## src/hdl/sfcc_pkg.sv

```systemverilog
// ---------------------------------------------------------------------------
// sfcc_pkg
// Shared codes, constants and types of the sensor frame checker/converter.
// ---------------------------------------------------------------------------
package sfcc_pkg;

  // command kinds (any other code behaves as a measurement)
  localparam logic [1:0] KIND_MEAS       = 2'd0;
  localparam logic [1:0] KIND_SERIAL     = 2'd1;
  localparam logic [1:0] KIND_SOFT_RESET = 2'd2;

  // CRC-8, MSB first
  localparam logic [7:0] CRC_INIT = 8'hFF;
  localparam logic [7:0] CRC_POLY = 8'h31;

  // conversion constants
  localparam int TEMP_SCALE  = 17500;
  localparam int TEMP_OFFSET = 4500 * 65535;
  localparam int HUM_SCALE   = 1000;
  localparam int FULL_SCALE  = 65535;

  localparam int IN_DATA_W  = 48;
  localparam int OUT_DATA_W = 64;

  // result beat, packed from lowest bit up (struct lists MSB first)
  typedef struct packed {
    logic [3:0]         pad;
    logic               humidity_ok;
    logic [9:0]         humidity;
    logic               temperature_ok;
    logic signed [14:0] temperature;
    logic [31:0]        serial_id;
    logic               status;
  } result_t;

endpackage

```

## src/hdl/sfcc_crc8_check.sv

```systemverilog
// ---------------------------------------------------------------------------
// sfcc_crc8_check
// Checks one sensor word: two data bytes plus CRC-8 byte, remainder zero.
// ---------------------------------------------------------------------------
module sfcc_crc8_check (
  input  logic [7:0] hi_i,
  input  logic [7:0] lo_i,
  input  logic [7:0] chk_i,
  output logic       ok_o
);
  import sfcc_pkg::*;

  function automatic logic [7:0] crc_byte(input logic [7:0] crc_in, input logic [7:0] data);
    logic [7:0] c;
    c = crc_in ^ data;
    for (int b = 0; b < 8; b++) begin
      c = c[7] ? ({c[6:0], 1'b0} ^ CRC_POLY) : {c[6:0], 1'b0};
    end
    return c;
  endfunction

  logic [7:0] crc_hi, crc_lo, crc_chk;

  assign crc_hi  = crc_byte(CRC_INIT, hi_i);
  assign crc_lo  = crc_byte(crc_hi, lo_i);
  assign crc_chk = crc_byte(crc_lo, chk_i);
  assign ok_o    = (crc_chk == 8'h00);

endmodule

```

## src/hdl/sensor_frame_crc_check_convert_top.sv

```systemverilog
// ---------------------------------------------------------------------------
// sensor_frame_crc_check_convert_top
// Sensor readout frame CRC check and temperature/humidity/serial conversion.
// ---------------------------------------------------------------------------
// Usage:
//   Input stream: one beat per 6-byte readout frame. tdata carries byte_0
//   (bits 7:0) up to byte_5 (bits 47:40); tuser carries the command kind
//   (measurement, serial read, soft reset).
//   Output stream: one beat per frame with status, serial number,
//   temperature (centidegrees), humidity (permille) and their valid flags.
//   Depth: three register stages; a taken beat passes the stage 1, 2 and 3
//   registers in turn before it raises m_axis_tvalid_o.
//   Throughput: one frame per cycle unless stalled, frames fully independent.
//   Pipeline: stage 1 runs both CRC checks and the two scale multiplies,
//   stage 2 removes the temperature offset and splits the /65535 quotient,
//   stage 3 applies the quotient correction and assembles the result.
//   Stall: each stage advances when the stage after it is empty or moving,
//   so a stalled receiver fills the three stages and then drops
//   s_axis_tready_o; nothing is lost or repeated.
//   Reset: rst_ni clears all stage valid bits; the pipeline comes up empty.
// ---------------------------------------------------------------------------
module sensor_frame_crc_check_convert_top (
  input  logic                             clk_i,
  input  logic                             rst_ni,
  input  logic                             s_axis_tvalid_i,
  output logic                             s_axis_tready_o,
  // byte_0[7:0], byte_1[15:8], byte_2[23:16], byte_3[31:24], byte_4[39:32], byte_5[47:40]
  input  logic [sfcc_pkg::IN_DATA_W-1:0]   s_axis_tdata_i,
  // kind[1:0]
  input  logic [1:0]                       s_axis_tuser_i,
  output logic                             m_axis_tvalid_o,
  input  logic                             m_axis_tready_i,
  // status[0], serial_id[32:1], temperature[47:33], temperature_ok[48],
  // humidity[58:49], humidity_ok[59], zero pad[63:60]
  output logic [sfcc_pkg::OUT_DATA_W-1:0]  m_axis_tdata_o
);
  import sfcc_pkg::*;

  // stage handshake: advance when the next stage is free or draining
  logic adv1, adv2, adv3;
  logic v1_q, v2_q, v3_q;

  assign adv3 = !v3_q || m_axis_tready_i;
  assign adv2 = !v2_q || adv3;
  assign adv1 = !v1_q || adv2;
  assign s_axis_tready_o = adv1;

  // ---------------- stage 1: CRC + multiply ----------------
  logic [7:0] b0, b1, b2, b3, b4, b5;
  assign b0 = s_axis_tdata_i[7:0];
  assign b1 = s_axis_tdata_i[15:8];
  assign b2 = s_axis_tdata_i[23:16];
  assign b3 = s_axis_tdata_i[31:24];
  assign b4 = s_axis_tdata_i[39:32];
  assign b5 = s_axis_tdata_i[47:40];

  logic ok_a, ok_b;

  sfcc_crc8_check u_crc_a (.hi_i(b0), .lo_i(b1), .chk_i(b2), .ok_o(ok_a));
  sfcc_crc8_check u_crc_b (.hi_i(b3), .lo_i(b4), .chk_i(b5), .ok_o(ok_b));

  logic [1:0]  kind1_q;
  logic        ok_a1_q, ok_b1_q;
  logic [31:0] ser1_q;
  logic [30:0] tprod1_q;   // raw * 17500
  logic [25:0] hprod1_q;   // raw * 1000

  always_ff @(posedge clk_i) begin
    if (adv1) begin
      kind1_q  <= s_axis_tuser_i;
      ok_a1_q  <= ok_a;
      ok_b1_q  <= ok_b;
      ser1_q   <= {b0, b1, b3, b4};
      tprod1_q <= 31'({b0, b1}) * 31'(TEMP_SCALE);
      hprod1_q <= 26'({b3, b4}) * 26'(HUM_SCALE);
    end
  end

  // ---------------- stage 2: offset, quotient split ----------------
  // x / 65535: q = x >> 16, remainder estimate r = x[15:0] + q; one fix-up later
  logic signed [31:0] tnum;
  logic [31:0]        tmag_full;
  logic               tneg;
  logic [29:0]        tmag;

  assign tnum      = $signed({1'b0, tprod1_q}) - 32'(TEMP_OFFSET);
  assign tneg      = tnum[31];
  assign tmag_full = tneg ? 32'(-tnum) : 32'(tnum);
  assign tmag      = tmag_full[29:0];

  logic [1:0]  kind2_q;
  logic        ok_a2_q, ok_b2_q, tneg2_q;
  logic [31:0] ser2_q;
  logic [13:0] tq2_q;
  logic [16:0] tr2_q;
  logic [9:0]  hq2_q;
  logic [16:0] hr2_q;

  always_ff @(posedge clk_i) begin
    if (adv2) begin
      kind2_q <= kind1_q;
      ok_a2_q <= ok_a1_q;
      ok_b2_q <= ok_b1_q;
      ser2_q  <= ser1_q;
      tneg2_q <= tneg;
      tq2_q   <= tmag[29:16];
      tr2_q   <= {1'b0, tmag[15:0]} + {3'b000, tmag[29:16]};
      hq2_q   <= hprod1_q[25:16];
      hr2_q   <= {1'b0, hprod1_q[15:0]} + {7'b0, hprod1_q[25:16]};
    end
  end

  // ---------------- stage 3: correction + result assembly ----------------
  logic [13:0]        tq_fix;
  logic signed [14:0] temp_val;
  logic [9:0]         hq_fix;
  logic               is_meas, is_serial;
  result_t            res_d, res_q;

  assign tq_fix   = tq2_q + ((tr2_q >= 17'(FULL_SCALE)) ? 14'd1 : 14'd0);
  assign temp_val = tneg2_q ? -$signed({1'b0, tq_fix}) : $signed({1'b0, tq_fix});
  assign hq_fix   = hq2_q + ((hr2_q >= 17'(FULL_SCALE)) ? 10'd1 : 10'd0);

  assign is_serial = (kind2_q == KIND_SERIAL);
  assign is_meas   = (kind2_q != KIND_SERIAL) && (kind2_q != KIND_SOFT_RESET);

  always_comb begin
    res_d                = '0;
    res_d.status         = !(ok_a2_q && ok_b2_q);
    if (is_serial) begin
      res_d.serial_id = res_d.status ? 32'hFFFF_FFFF : ser2_q;
    end
    res_d.temperature_ok = is_meas && ok_a2_q;
    res_d.humidity_ok    = is_meas && ok_b2_q;
    if (res_d.temperature_ok) begin
      res_d.temperature = temp_val;
    end
    if (res_d.humidity_ok) begin
      res_d.humidity = hq_fix;
    end
  end

  always_ff @(posedge clk_i) begin
    if (adv3) begin
      res_q <= res_d;
    end
  end

  // valid bits follow the data through the stages
  always_ff @(posedge clk_i or negedge rst_ni) begin
    if (!rst_ni) begin
      v1_q <= 1'b0;
      v2_q <= 1'b0;
      v3_q <= 1'b0;
    end else begin
      if (adv1) v1_q <= s_axis_tvalid_i;
      if (adv2) v2_q <= v1_q;
      if (adv3) v3_q <= v2_q;
    end
  end

  assign m_axis_tvalid_o = v3_q;
  assign m_axis_tdata_o  = res_q;

endmodule

```

## config.mk

```make
export PLATFORM = sky130hd
export DESIGN_NAME = sensor_frame_crc_check_convert_top
export DESIGN_NICKNAME = d
export VERILOG_FILES = /design/src/hdl/sfcc_pkg.sv /design/src/hdl/sfcc_crc8_check.sv /design/src/hdl/sensor_frame_crc_check_convert_top.sv
export SDC_FILE = /design/constraint.sdc
export NUM_CORES = 1
export LEC_CHECK = 0
export ABC_AREA = 0
export ABC_CLOCK_PERIOD_IN_PS = 4700
export BUFFER_PORTS_ARGS = -buffer_cell sky130_fd_sc_hd__buf_2
export CELL_PAD_IN_SITES_DETAIL_PLACEMENT = 1
export CELL_PAD_IN_SITES_GLOBAL_PLACEMENT = 2
export CORE_ASPECT_RATIO = 2
export CORE_MARGIN = 10
export CORE_UTILIZATION = 38
export DETAILED_ROUTE_END_ITERATION = 10
export GPL_TIMING_DRIVEN = 0
export PLACE_DENSITY = 0.82
export SLEW_MARGIN = 20
export SYNTH_ARGS = -nofsm -noshare
export SYNTH_HDL_FRONTEND = slang
export SYNTH_SLANG_ARGS = --single-unit
```

## constraint.sdc

```tcl
create_clock -name clk_i -period 4.7 [get_ports clk_i]
set_clock_uncertainty 0.2 [all_clocks]
set_input_delay 0.235 -clock clk_i [delete_from_list [all_inputs] [get_ports clk_i]]
set_output_delay 0.235 -clock clk_i [all_outputs]
set_load 0.03 [all_outputs]
```

==> results of run 1 <==
power by group through the flow:
stage          sequential (uW)  combinational (uW)  clock [uW]
2_1_floorplan             3860                5780           0
3_3_place_gp              3820                7420           0
3_5_place_dp              3820                7700           0
4_1_cts                   3780                8350        2010
5_1_grt                   3850                9730        2090
6_report                  3780                8730        1960
state kept, by name (all words and copies together) (netlist names), 14 cells and up:
name,cells
ser1_q,32
m_axis_tdata_o,60
tr2_q,15
tprod1_q,28
hprod1_q,21
hr2_q,14
ser2_q,32
tq2_q,14
worst max-delay path, stage by stage (launching register included):
cell and delay, ps:
edfxtp_1 520, ha_4 260, o211ai_4 260, a21o_1 210, nand4_1 110, a311oi_2 360
and3_4 270, a21oi_4 60, xnor2_2 250, ha_2 230, inv_2 40, fa_2 350
nor2b_2 130, o21ai_2 70, a21boi_2 160, o21ai_1 90, nand2b_1 130, and2_4 170
nand2_2 50, mux2_4 310, nand2_4 110, nor4b_4 50, a311o_1 320
cell usage in the layout (no fill, tap or decap), drive strengths merged, types with 47 or more instances in the layout:
master  instances
inv           242
edfxtp        235
buf           188
ha            178
xnor2         151
fa            101
nor2           72
a21oi          67
xor2           55
clkbuf         54
nand2          47
per-stage QoR:
| step | worst slack [ps] | setup TNS, ps | utilization, % | cell area, um^2 |
|---|---|---|---|---|
| after floorplan | -55.6 | -55.6 | - | 17800 |
| final | -276 | -1040 | 46.6 | 21400 |
| after CTS | -263 | -1070 | 45.8 | 21000 |
| after global placement | -1390 | -182320 | 41.5 | 19000 |
| after global routing | -492 | -2580 | 46.6 | 21400 |
| after detailed placement | -932 | -15820 | 42.0 | 19200 |
cells in the mapped netlist (17+ instances only):
| cell type | count | area, um^2 |
|---|---|---|
| a21o_1 | 21 | 158 |
| a21oi_1 | 67 | 335 |
| and3_1 | 24 | 150 |
| edfxtp_1 | 235 | 7060 |
| fa_1 | 101 | 2020 |
| ha_1 | 178 | 2230 |
| inv_1 | 240 | 901 |
| nand2_1 | 46 | 173 |
| nand3_1 | 34 | 170 |
| nor2_1 | 72 | 270 |
| nor2b_1 | 17 | 106 |
| nor3_1 | 29 | 145 |
| o21a_1 | 40 | 300 |
| o21ai_0 | 27 | 135 |
| xnor2_1 | 150 | 1310 |
| xor2_1 | 55 | 482 |
cells by family after synthesis:
family	after synthesis
buf+inv	267
compound gates	231
simple gates	316
xor+xnor	207
other cells	1
mux	7
fa+ha+maj	279
flops	238
repair_timing:
| item | 4_1_cts | 5_1_grt |
|---|---|---|
| cloned | 1 | 0 |
| hold buffers | 40 | 0 |
| buffers inserted | 36 | 15 |
| hold endpoints to repair | 42 | 0 |
| endpoints found under the setup margin | 17 | 17 |
| resized for setup | 68 | 66 |
| pin swaps | 43 | 60 |
final cells by class:
class / instances / area (um^2)
multi-input cells: 1044 / 9990
inverters: 241 / 907
fillers: 4927 / 24500
repair buffers: 220 / 1640
plain buffers: 26 / 179
clock buffers: 36 / 707
well taps: 565 / 707
flip-flops and latches: 238 / 7130
clock inverters: 10 / 103
per-layer routing:
layer  track usage [%]  routed length (um)  up-vias
li1                  -                   -     5828
met1              16.2               16000     6011
met2              32.3               26100      184
met3              1.78                1600       70
met4              5.20                1510        0
met5                 0                   0        -
how the worst min path moves through the flow:
stage	startpoint	slack, ps	end
final	s_axis_tdata_i[35]	10	hprod1_q[6]$_DFFE_PP_
after global routing	s_axis_tdata_i[46]	20	ok_b1_q$_DFFE_PP_
after CTS	s_axis_tdata_i[35]	2	hprod1_q[6]$_DFFE_PP_
after detailed placement	rst_ni	-170	v2_q$_DFFE_PN0P_
after global placement	rst_ni	-170	v1_q$_DFFE_PN0P_
after floorplan	rst_ni	-260	m_axis_tvalid_o$_DFFE_PN0P_
==> impl_metrics.env, run 1 <==
export IMPL_final_cells=2380
export IMPL_clk_path_buf_depth=3
export IMPL_drtIter0Drc=384
export IMPL_synth_compound_area_share_pct=9.00
export IMPL_final_nets=2129
export IMPL_drive_gt1_share_pct=19.0
export IMPL_max_cap_violations=0
export IMPL_syn_inst=1546
export IMPL_antenna_found_initial=0
export IMPL_finalMaxSlewViolations=0
export IMPL_synthArstFlopShare_pct=1.26
export IMPL_placed_cells=2243
export IMPL_grt_pass1_wl_um=71500
export IMPL_cp_endpoint="tr2_q[12]$_DFFE_PP_"
export IMPL_switchingPower_uw=5950
export IMPL_gp_congestion=0.877
export IMPL_htreeDepth=1
export IMPL_yosys_warnings=0
export IMPL_critPathArrivalTime_ps=5080
export IMPL_port_buffers=115
export IMPL_syn_cell_area_um2=17600
export IMPL_synth_edf_count=235
export IMPL_root_buffer="clkbuf_16"
export IMPL_die_y_um=325
export IMPL_tightest_slew_ps=948
export IMPL_muxShareOfSynthArea_pct=0.426
export IMPL_min_path_cells=3
export IMPL_numCtsBuffers=25
export IMPL_synth_top_family_by_area="adder cells"
export IMPL_synth_xor_area_share_pct=10.4
export IMPL_required_ps=4800
export IMPL_drt_total_wl_um=45300
export IMPL_vias=12100
export IMPL_clock_latency_ps=570
export IMPL_cp_end_kind="flop"
export IMPL_startpoint_type="flop"
export IMPL_power_density_nw_per_um2=678
export IMPL_grt_use_total_pct=16.1
export IMPL_ys_types=86
export IMPL_core_um2=45800
export IMPL_ioPinCount=120
export IMPL_r2r_start="tprod1_q[3]$_DFFE_PP_"
export IMPL_first_pass_iters=4
export IMPL_seq_power_share_pct=26.1
export IMPL_timing_slew_headroom_pct=36.4
export IMPL_swShare_pct=41.1
export IMPL_overflow=0
export IMPL_crit_type="flop to flop"
export IMPL_rr_worst_depth=22
export IMPL_max_vdd_ir_drop_uv=346
export IMPL_hold_violations=0
export IMPL_wl_per_cell_um=19.0
export IMPL_rsz0062_at_grt="yes"
export IMPL_p_int_uw=8520
export IMPL_reg2reg_slack_ps=-280
export IMPL_worstPathMaxFanout=7
export IMPL_area_delta_synth_final_pct=21.2
export IMPL_pwr_share_comb_pct=60.3
export IMPL_fin_ws_ps=-276
export IMPL_n_antenna_cell=0
export IMPL_first_global_vias=13600
export IMPL_synth_fa_ha_area_share_pct=24.1
export IMPL_cts_sinks=238
export IMPL_rows=111
export IMPL_synth_ff_type="edfxtp_1"
export IMPL_period_share_pct=106
export IMPL_viasPerCell=5.08
export IMPL_postRouteAntennaNets=0
export IMPL_hold_ws_ps=13.7
export IMPL_drcViolationCount=0
export IMPL_ys_seq_area_share_pct=40.5
export IMPL_start_util_pct=38.5
export IMPL_startpoint="tprod1_q[3]$_DFFE_PP_"
export IMPL_syn_area_per_cell_um2=11.4
export IMPL_ys_seq_elements=238
export IMPL_min_path_type="input pin to flop"
export IMPL_synthSimpleGateAreaFrac_pct=9.65
export IMPL_setup_viol=6
export IMPL_status="complete, but fails checks"
export IMPL_clk_pin_slew_ps=60
export IMPL_min_period_ps=4980
export IMPL_cts_tree="done"
export IMPL_power_uw=14500
export IMPL_hpwl_um=35500
export IMPL_power_leakage_uw=0.00924
export IMPL_grt_max_degree=42
export IMPL_dieArea_um2=55900
export IMPL_violations="setup timing"
export IMPL_die_x_um=172
export IMPL_clockPowerShare_pct=13.6
export IMPL_max_freq_ghz=0.201
export IMPL_rr_endpoint="tr2_q[12]$_DFFE_PP_"
(Power assumes the default switching activity.)
==> run 2, diff against run 1 <==
- CORE_MARGIN: 10 -> default
- HOLD_SLACK_MARGIN: default -> 0.02
==> run 2 against run 1 <==
The flow still finishes with violations (setup timing). Worst setup slack got worse by 54 ps. Fmax is 1.1% lower. Via count increased by 0.68%. Core utilization grew 0.071 points. Cell count grew 0.25%. Register-to-register slack worse by 50 ps. Sequential power barely moved.
==> impl_metrics.env, run 2 (same netlist as run 1, synthesis figures left out) <==
export IMPL_status="complete, but fails checks"
export IMPL_violations="setup timing"
export IMPL_worstPathMaxFanout=4
export IMPL_path_delay_family="simple AND/OR/NAND/NOR gates"
export IMPL_ioPinCount=120
export IMPL_cts_sinks=238
export IMPL_rows=111
export IMPL_drt_total_wl_um=44400
export IMPL_vias=12200
export IMPL_max_stage_delay_ps=490
export IMPL_startpoint_type="flop"
export IMPL_max_cap_violations=0
export IMPL_wl_per_cell_um=18.6
export IMPL_overflow=0
export IMPL_min_period_ps=5030
export IMPL_clk_path_buf_depth=3
export IMPL_critPathArrivalTime_ps=5120
export IMPL_tightest_slew_ps=1080
export IMPL_root_buffer="clkbuf_16"
export IMPL_numCtsBuffers=23
export IMPL_drive_gt1_share_pct=19.1
export IMPL_finalMaxSlewViolations=0
export IMPL_clk_pin_slew_ps=70
export IMPL_first_pass_iters=4
export IMPL_rsz0062_at_grt="yes"
export IMPL_worst_path_buf_inv=3
export IMPL_layout_common_cells="edfxtp_1, inv_1, ha_1, xnor2_1, buf_2"
export IMPL_min_path_type="input pin to flop"
export IMPL_timing_slew_headroom_pct=27.8
export IMPL_grt_max_degree=42
export IMPL_fillers=4925
export IMPL_crit_type="flop to flop"
export IMPL_start_util_pct=38.5
export IMPL_die_x_um=154
export IMPL_fin_ws_ps=-330
export IMPL_grt_use_total_pct=19.1
export IMPL_cp_slowest_cell="edfxtp_1"
export IMPL_regArea_um2=7130
export IMPL_cp_end_kind="flop"
export IMPL_required_ps=4790
export IMPL_area_delta_synth_final_pct=21.4
export IMPL_first_global_vias=13500
export IMPL_antenna_found_initial=1
export IMPL_timing_critical_path_cells="buf_4 > buf_4 > a21o_1 > nor4_4 > a311oi_2 > and4bb_2 > and3_4 > a21oi_4 > xnor2_2 > ha_2 > inv_2 > fa_2 > nor2b_1 > o21ai_1 > a21boi_1 > o21ai_1 > nand2b_1 > and2_4 > nand2_2 > mux2_4 > nand2_4 > nor4b_2 > a311o_1"
export IMPL_final_common_cell="edfxtp_1"
export IMPL_largest_register_ffs=60
export IMPL_dieArea_um2=47300
export IMPL_core_um2=45800
export IMPL_port_buffers=115
export IMPL_max_freq_ghz=0.199
export IMPL_n_antenna_cell=0
export IMPL_power_density_nw_per_um2=677
export IMPL_postRouteAntennaNets=0
export IMPL_max_vdd_ir_drop_uv=384
export IMPL_drcViolationCount=0
export IMPL_die_y_um=307
export IMPL_cts_tree="done"
export IMPL_hold_ws_ps=15.4
export IMPL_hold_violations=0
export IMPL_hpwl_um=34900
export IMPL_power_uw=14500
export IMPL_clock_latency_ps=560
export IMPL_period_share_pct=107
export IMPL_drtIter0Drc=320
export IMPL_grt_pass1_wl_um=70100
export IMPL_power_leakage_uw=0.00927
export IMPL_gp_congestion=0.831
export IMPL_multiInputGateArea_um2=9990
export IMPL_htreeDepth=1
export IMPL_final_nets=2139
export IMPL_viasPerCell=5.10
export IMPL_setup_viol=7
[run 2: changes by cell type in the layout (fill, tap and decap cells not counted), moves of 3 or more]
| cell | delta |
|---|---|
| buf_8 | -3 |
| a21oi_1 | -5 |
| a21oi_2 | +5 |
| ha_1 | +4 |
| buf_4 | +8 |
| buf_2 | +4 |
[run 2: power breakdown]
group	internal (uW)	switching, uW
logic	4010	4810
clock network	1060	808
registers	3420	373
[run 2: worst paths after layout]
path	from	endpoint	cells past startpoint	slack, ps
max	ser1_q[16]$_DFFE_PP_	tr2_q[12]$_DFFE_PP_	23	-330
min	s_axis_tdata_i[10]	tprod1_q[4]$_DFFE_PP_	3	20
max reg2reg	ser1_q[16]$_DFFE_PP_	tr2_q[12]$_DFFE_PP_	23	-330
min reg2reg	ser1_q[7]$_DFFE_PP_	ser2_q[7]$_DFFE_PP_	0	220
max in group asynchronous	rst_ni	m_axis_tvalid_o$_DFFE_PN0P_	3	3770
min in group asynchronous	rst_ni	v2_q$_DFFE_PN0P_	3	370
[run 2: layout make-up]
class | instances | share of cell area [%]
Multi-Input combinational cell | 1044 | 46.7
Sequential cell | 238 | 33.3
Timing Repair Buffer | 232 | 8.01
Inverter | 241 | 4.24
Tap cell | 565 | 3.30
Clock buffer | 31 | 2.97
Buffer | 26 | 0.901
Clock inverter | 9 | 0.526
[run 2: timing repair]
item	CTS	global route
setup endpoints to repair	14	17
resized for setup	57	70
endpoints found under the hold margin	41	1
gates cloned	1	0
buffers inserted	44	15
pin swaps	29	52
hold buffers	41	1
[run 2: worst register-to-register path, cell delays in order (launching register included)]
cell	delay, ps
edfxtp_1	490
buf_4	210
buf_4	140
a21o_1	240
nor4_4	380
a311oi_2	130
and4bb_2	370
and3_4	210
a21oi_4	60
xnor2_2	210
ha_2	230
inv_2	40
fa_2	340
nor2b_1	110
o21ai_1	100
a21boi_1	190
o21ai_1	80
nand2b_1	100
and2_4	160
nand2_2	50
mux2_4	310
nand2_4	90
nor4b_2	50
a311o_1	280
[run 2: per-stage QoR]
stage	setup WS, ps	util, %	cell area (um^2)	instances	TNS, ps
final	-330	46.7	21400	2386	-1230
after global routing	-505	46.7	21400	2386	-2960
after CTS	-242	45.8	21000	2370	-1080
after detailed placement	-955	42.0	19200	2244	-14970
after global placement	-1350	41.5	19000	2229	-166570
after floorplan	-55.6	-	17800	1549	-55.6
[run 2: layer usage]
layer / wire length, um / track usage [%] / vias up / share of wire, %
met5: 0 / 0 / - / 0
met4: 1650 / 7.35 / 0 / 3.7
met3: 1050 / 1.63 / 84 / 2.4
met2: 26100 / 39.9 / 190 / 59
met1: 15600 / 18.7 / 6056 / 35
li1: - / - / 5845 / -
==> run 3, diff against run 2 <==
- ABC_CLOCK_PERIOD_IN_PS: 4700 -> 4500
- clock period: 4.7 -> 4.5 ns (I/O delays scaled with it)
==> run 3 against run 2 <==
The flow still finishes with violations (setup timing). Count of clock-buffer cells in the layout decreased by 5. Core utilization increased by 0.97 points. Via count increased by 1.0%. Worst setup slack got worse by 55 ps. Sequential share of layout area decreased by 0.68 points. Flip-flop and latch count unchanged. Fmax increased by 3.0%. Critical endpoint unchanged.
==> impl_metrics.env, run 3 (same netlist as run 1, synthesis figures left out) <==
export IMPL_power_uw=15700
export IMPL_drt_total_wl_um=45200
export IMPL_place_ws_ps=-1010
export IMPL_overflow=0
export IMPL_design_area_um2=21800
export IMPL_period_share_pct=109
export IMPL_drcViolationCount=0
export IMPL_n_antenna_cell=0
export IMPL_cp_end_kind="flop"
export IMPL_vias=12300
export IMPL_die_y_um=307
export IMPL_fillers=4925
export IMPL_crit_type="flop to flop"
export IMPL_grt_use_total_pct=19.3
export IMPL_viasPerCell=5.13
export IMPL_required_ps=4590
export IMPL_clk_path_buf_depth=3
export IMPL_status="complete, but fails checks"
export IMPL_ioPinCount=120
export IMPL_power_leakage_uw=0.00939
export IMPL_clockPowerShare_pct=13.0
export IMPL_p_int_uw=9230
export IMPL_hold_violations=0
export IMPL_rsz0062_at_grt="yes"
export IMPL_grt_max_degree=42
export IMPL_port_buffers=115
export IMPL_tightest_slew_ps=972
export IMPL_fin_ws_ps=-385
export IMPL_drive_gt1_share_pct=22.0
export IMPL_clock_latency_ps=560
export IMPL_area_delta_synth_final_pct=23.9
export IMPL_largest_register_ffs=60
export IMPL_pwr_share_comb_pct=61.8
export IMPL_timing_slew_headroom_pct=34.8
export IMPL_drtIter0Drc=338
export IMPL_antenna_found_initial=0
export IMPL_finalMaxSlewViolations=0
export IMPL_start_util_pct=38.5
export IMPL_min_path_type="input pin to flop"
export IMPL_cts_sinks=238
export IMPL_root_buffer="clkbuf_16"
export IMPL_hpwl_um=34900
export IMPL_final_cells=2400
export IMPL_first_global_vias=13600
export IMPL_rows=111
export IMPL_setup_viol=10
export IMPL_postRouteAntennaNets=0
export IMPL_core_um2=45800
export IMPL_power_density_nw_per_um2=719
export IMPL_max_cap_violations=0
export IMPL_seq_power_share_pct=25.2
export IMPL_swShare_pct=41.2
export IMPL_startpoint_type="flop"
export IMPL_final_nets=2150
export IMPL_gp_congestion=0.827
export IMPL_first_pass_iters=5
export IMPL_max_vdd_ir_drop_uv=410
export IMPL_placed_cells=2243
export IMPL_cts_tree="done"
export IMPL_htreeDepth=1
export IMPL_clk_pin_slew_ps=60
export IMPL_min_period_ps=4880
export IMPL_switchingPower_uw=6470
export IMPL_die_x_um=154
export IMPL_grt_pass1_wl_um=71200
export IMPL_dieArea_um2=47300
export IMPL_numCtsBuffers=24
export IMPL_hold_ws_ps=23.8
export IMPL_critPathArrivalTime_ps=4980
export IMPL_max_freq_ghz=0.205
export IMPL_dpl_cell_area_um2=19300
export IMPL_wl_per_cell_um=18.8
export IMPL_layout_common_cells="edfxtp_1, inv_1, ha_1, xnor2_1, buf_2"
export IMPL_violations="setup timing"
export IMPL_final_common_cell="edfxtp_1"
export IMPL_worstPathMaxFanout=6
## run 3: repair_timing
item	4_1_cts	5_1_grt
pin swaps	46	62
hold endpoints to repair	43	2
hold buffers	40	2
cloned	1	0
setup endpoints to repair	19	27
setup buffers	44	27
gates resized for setup	90	91
## run 3: area by class of cell
| class | instances | area, um^2 | area share (%) |
|---|---|---|---|
| plain buffers | 26 | 188 | 0.859 |
| clock buffers | 26 | 608 | 2.78 |
| clock inverters | 18 | 188 | 0.859 |
| inverters | 241 | 907 | 4.15 |
| multi-input cells | 1044 | 10300 | 47.0 |
| flip-flops and latches | 238 | 7130 | 32.7 |
| well taps | 565 | 707 | 3.24 |
| repair buffers | 242 | 1840 | 8.42 |
## run 3: worst max-delay path, cell delays in order (launching register included)
cell and delay, ps:
edfxtp_1 450, buf_6 160, ha_4 170, o211ai_4 250, a21o_1 210, nand4_1 150, a311oi_4 380, buf_4 170
and3_4 230, a21oi_4 90, xor2_4 170, buf_4 150, fa_2 390, nor2b_2 130, o21ai_2 70, a21boi_2 150
o21ai_1 70, nand2b_1 90, and2_4 150, nand2_2 50, mux2_4 310, nand2_4 100, nor4b_2 50, a311o_1 260
## run 3: through the flow
| step | util, % | TNS [ps] |
|---|---|---|
| CTS | 46.4 | -5010 |
| detailed placement | 42.2 | -19730 |
| global placement | 41.8 | -191110 |
| global route | 47.6 | -3910 |
| floorplan | - | -13790 |
| finish | 47.6 | -2320 |
## run 3: metal layers
layer | routed length [um] | track usage [%] | part of all wire (%) | vias up
li1 | - | - | - | 5883
met1 | 15800 | 18.9 | 35 | 6134
met2 | 26500 | 40.6 | 59 | 205
met3 | 1180 | 1.58 | 2.6 | 80
met4 | 1720 | 6.88 | 3.8 | 0
met5 | 0 | 0 | 0 | -
## run 3: worst paths after layout
| check | from | end | slack (ps) | cells after the start |
|---|---|---|---|---|
| worst min-delay path | s_axis_tdata_i[9] | tprod1_q[3]$_DFFE_PP_ | 20 | 3 |
| min in group asynchronous | rst_ni | m_axis_tvalid_o$_DFFE_PN0P_ | 340 | 3 |
| max in group asynchronous | rst_ni | m_axis_tvalid_o$_DFFE_PN0P_ | 3600 | 3 |
| worst min register to register | ser1_q[14]$_DFFE_PP_ | ser2_q[14]$_DFFE_PP_ | 220 | 0 |
| worst max register to register | ser1_q[16]$_DFFE_PP_ | tr2_q[12]$_DFFE_PP_ | -380 | 23 |
| worst max-delay path | ser1_q[16]$_DFFE_PP_ | tr2_q[12]$_DFFE_PP_ | -380 | 23 |
## run 3: power by group through the flow
stage | Clock, uW | Combinational [uW] | Sequential (uW)
after global placement | 0 | 7890 | 3990
final | 2040 | 9700 | 3960
after floorplan | 0 | 6170 | 4040
after CTS | 2100 | 9100 | 3960
after global routing | 2150 | 10700 | 4030
after detailed placement | 0 | 8220 | 4000
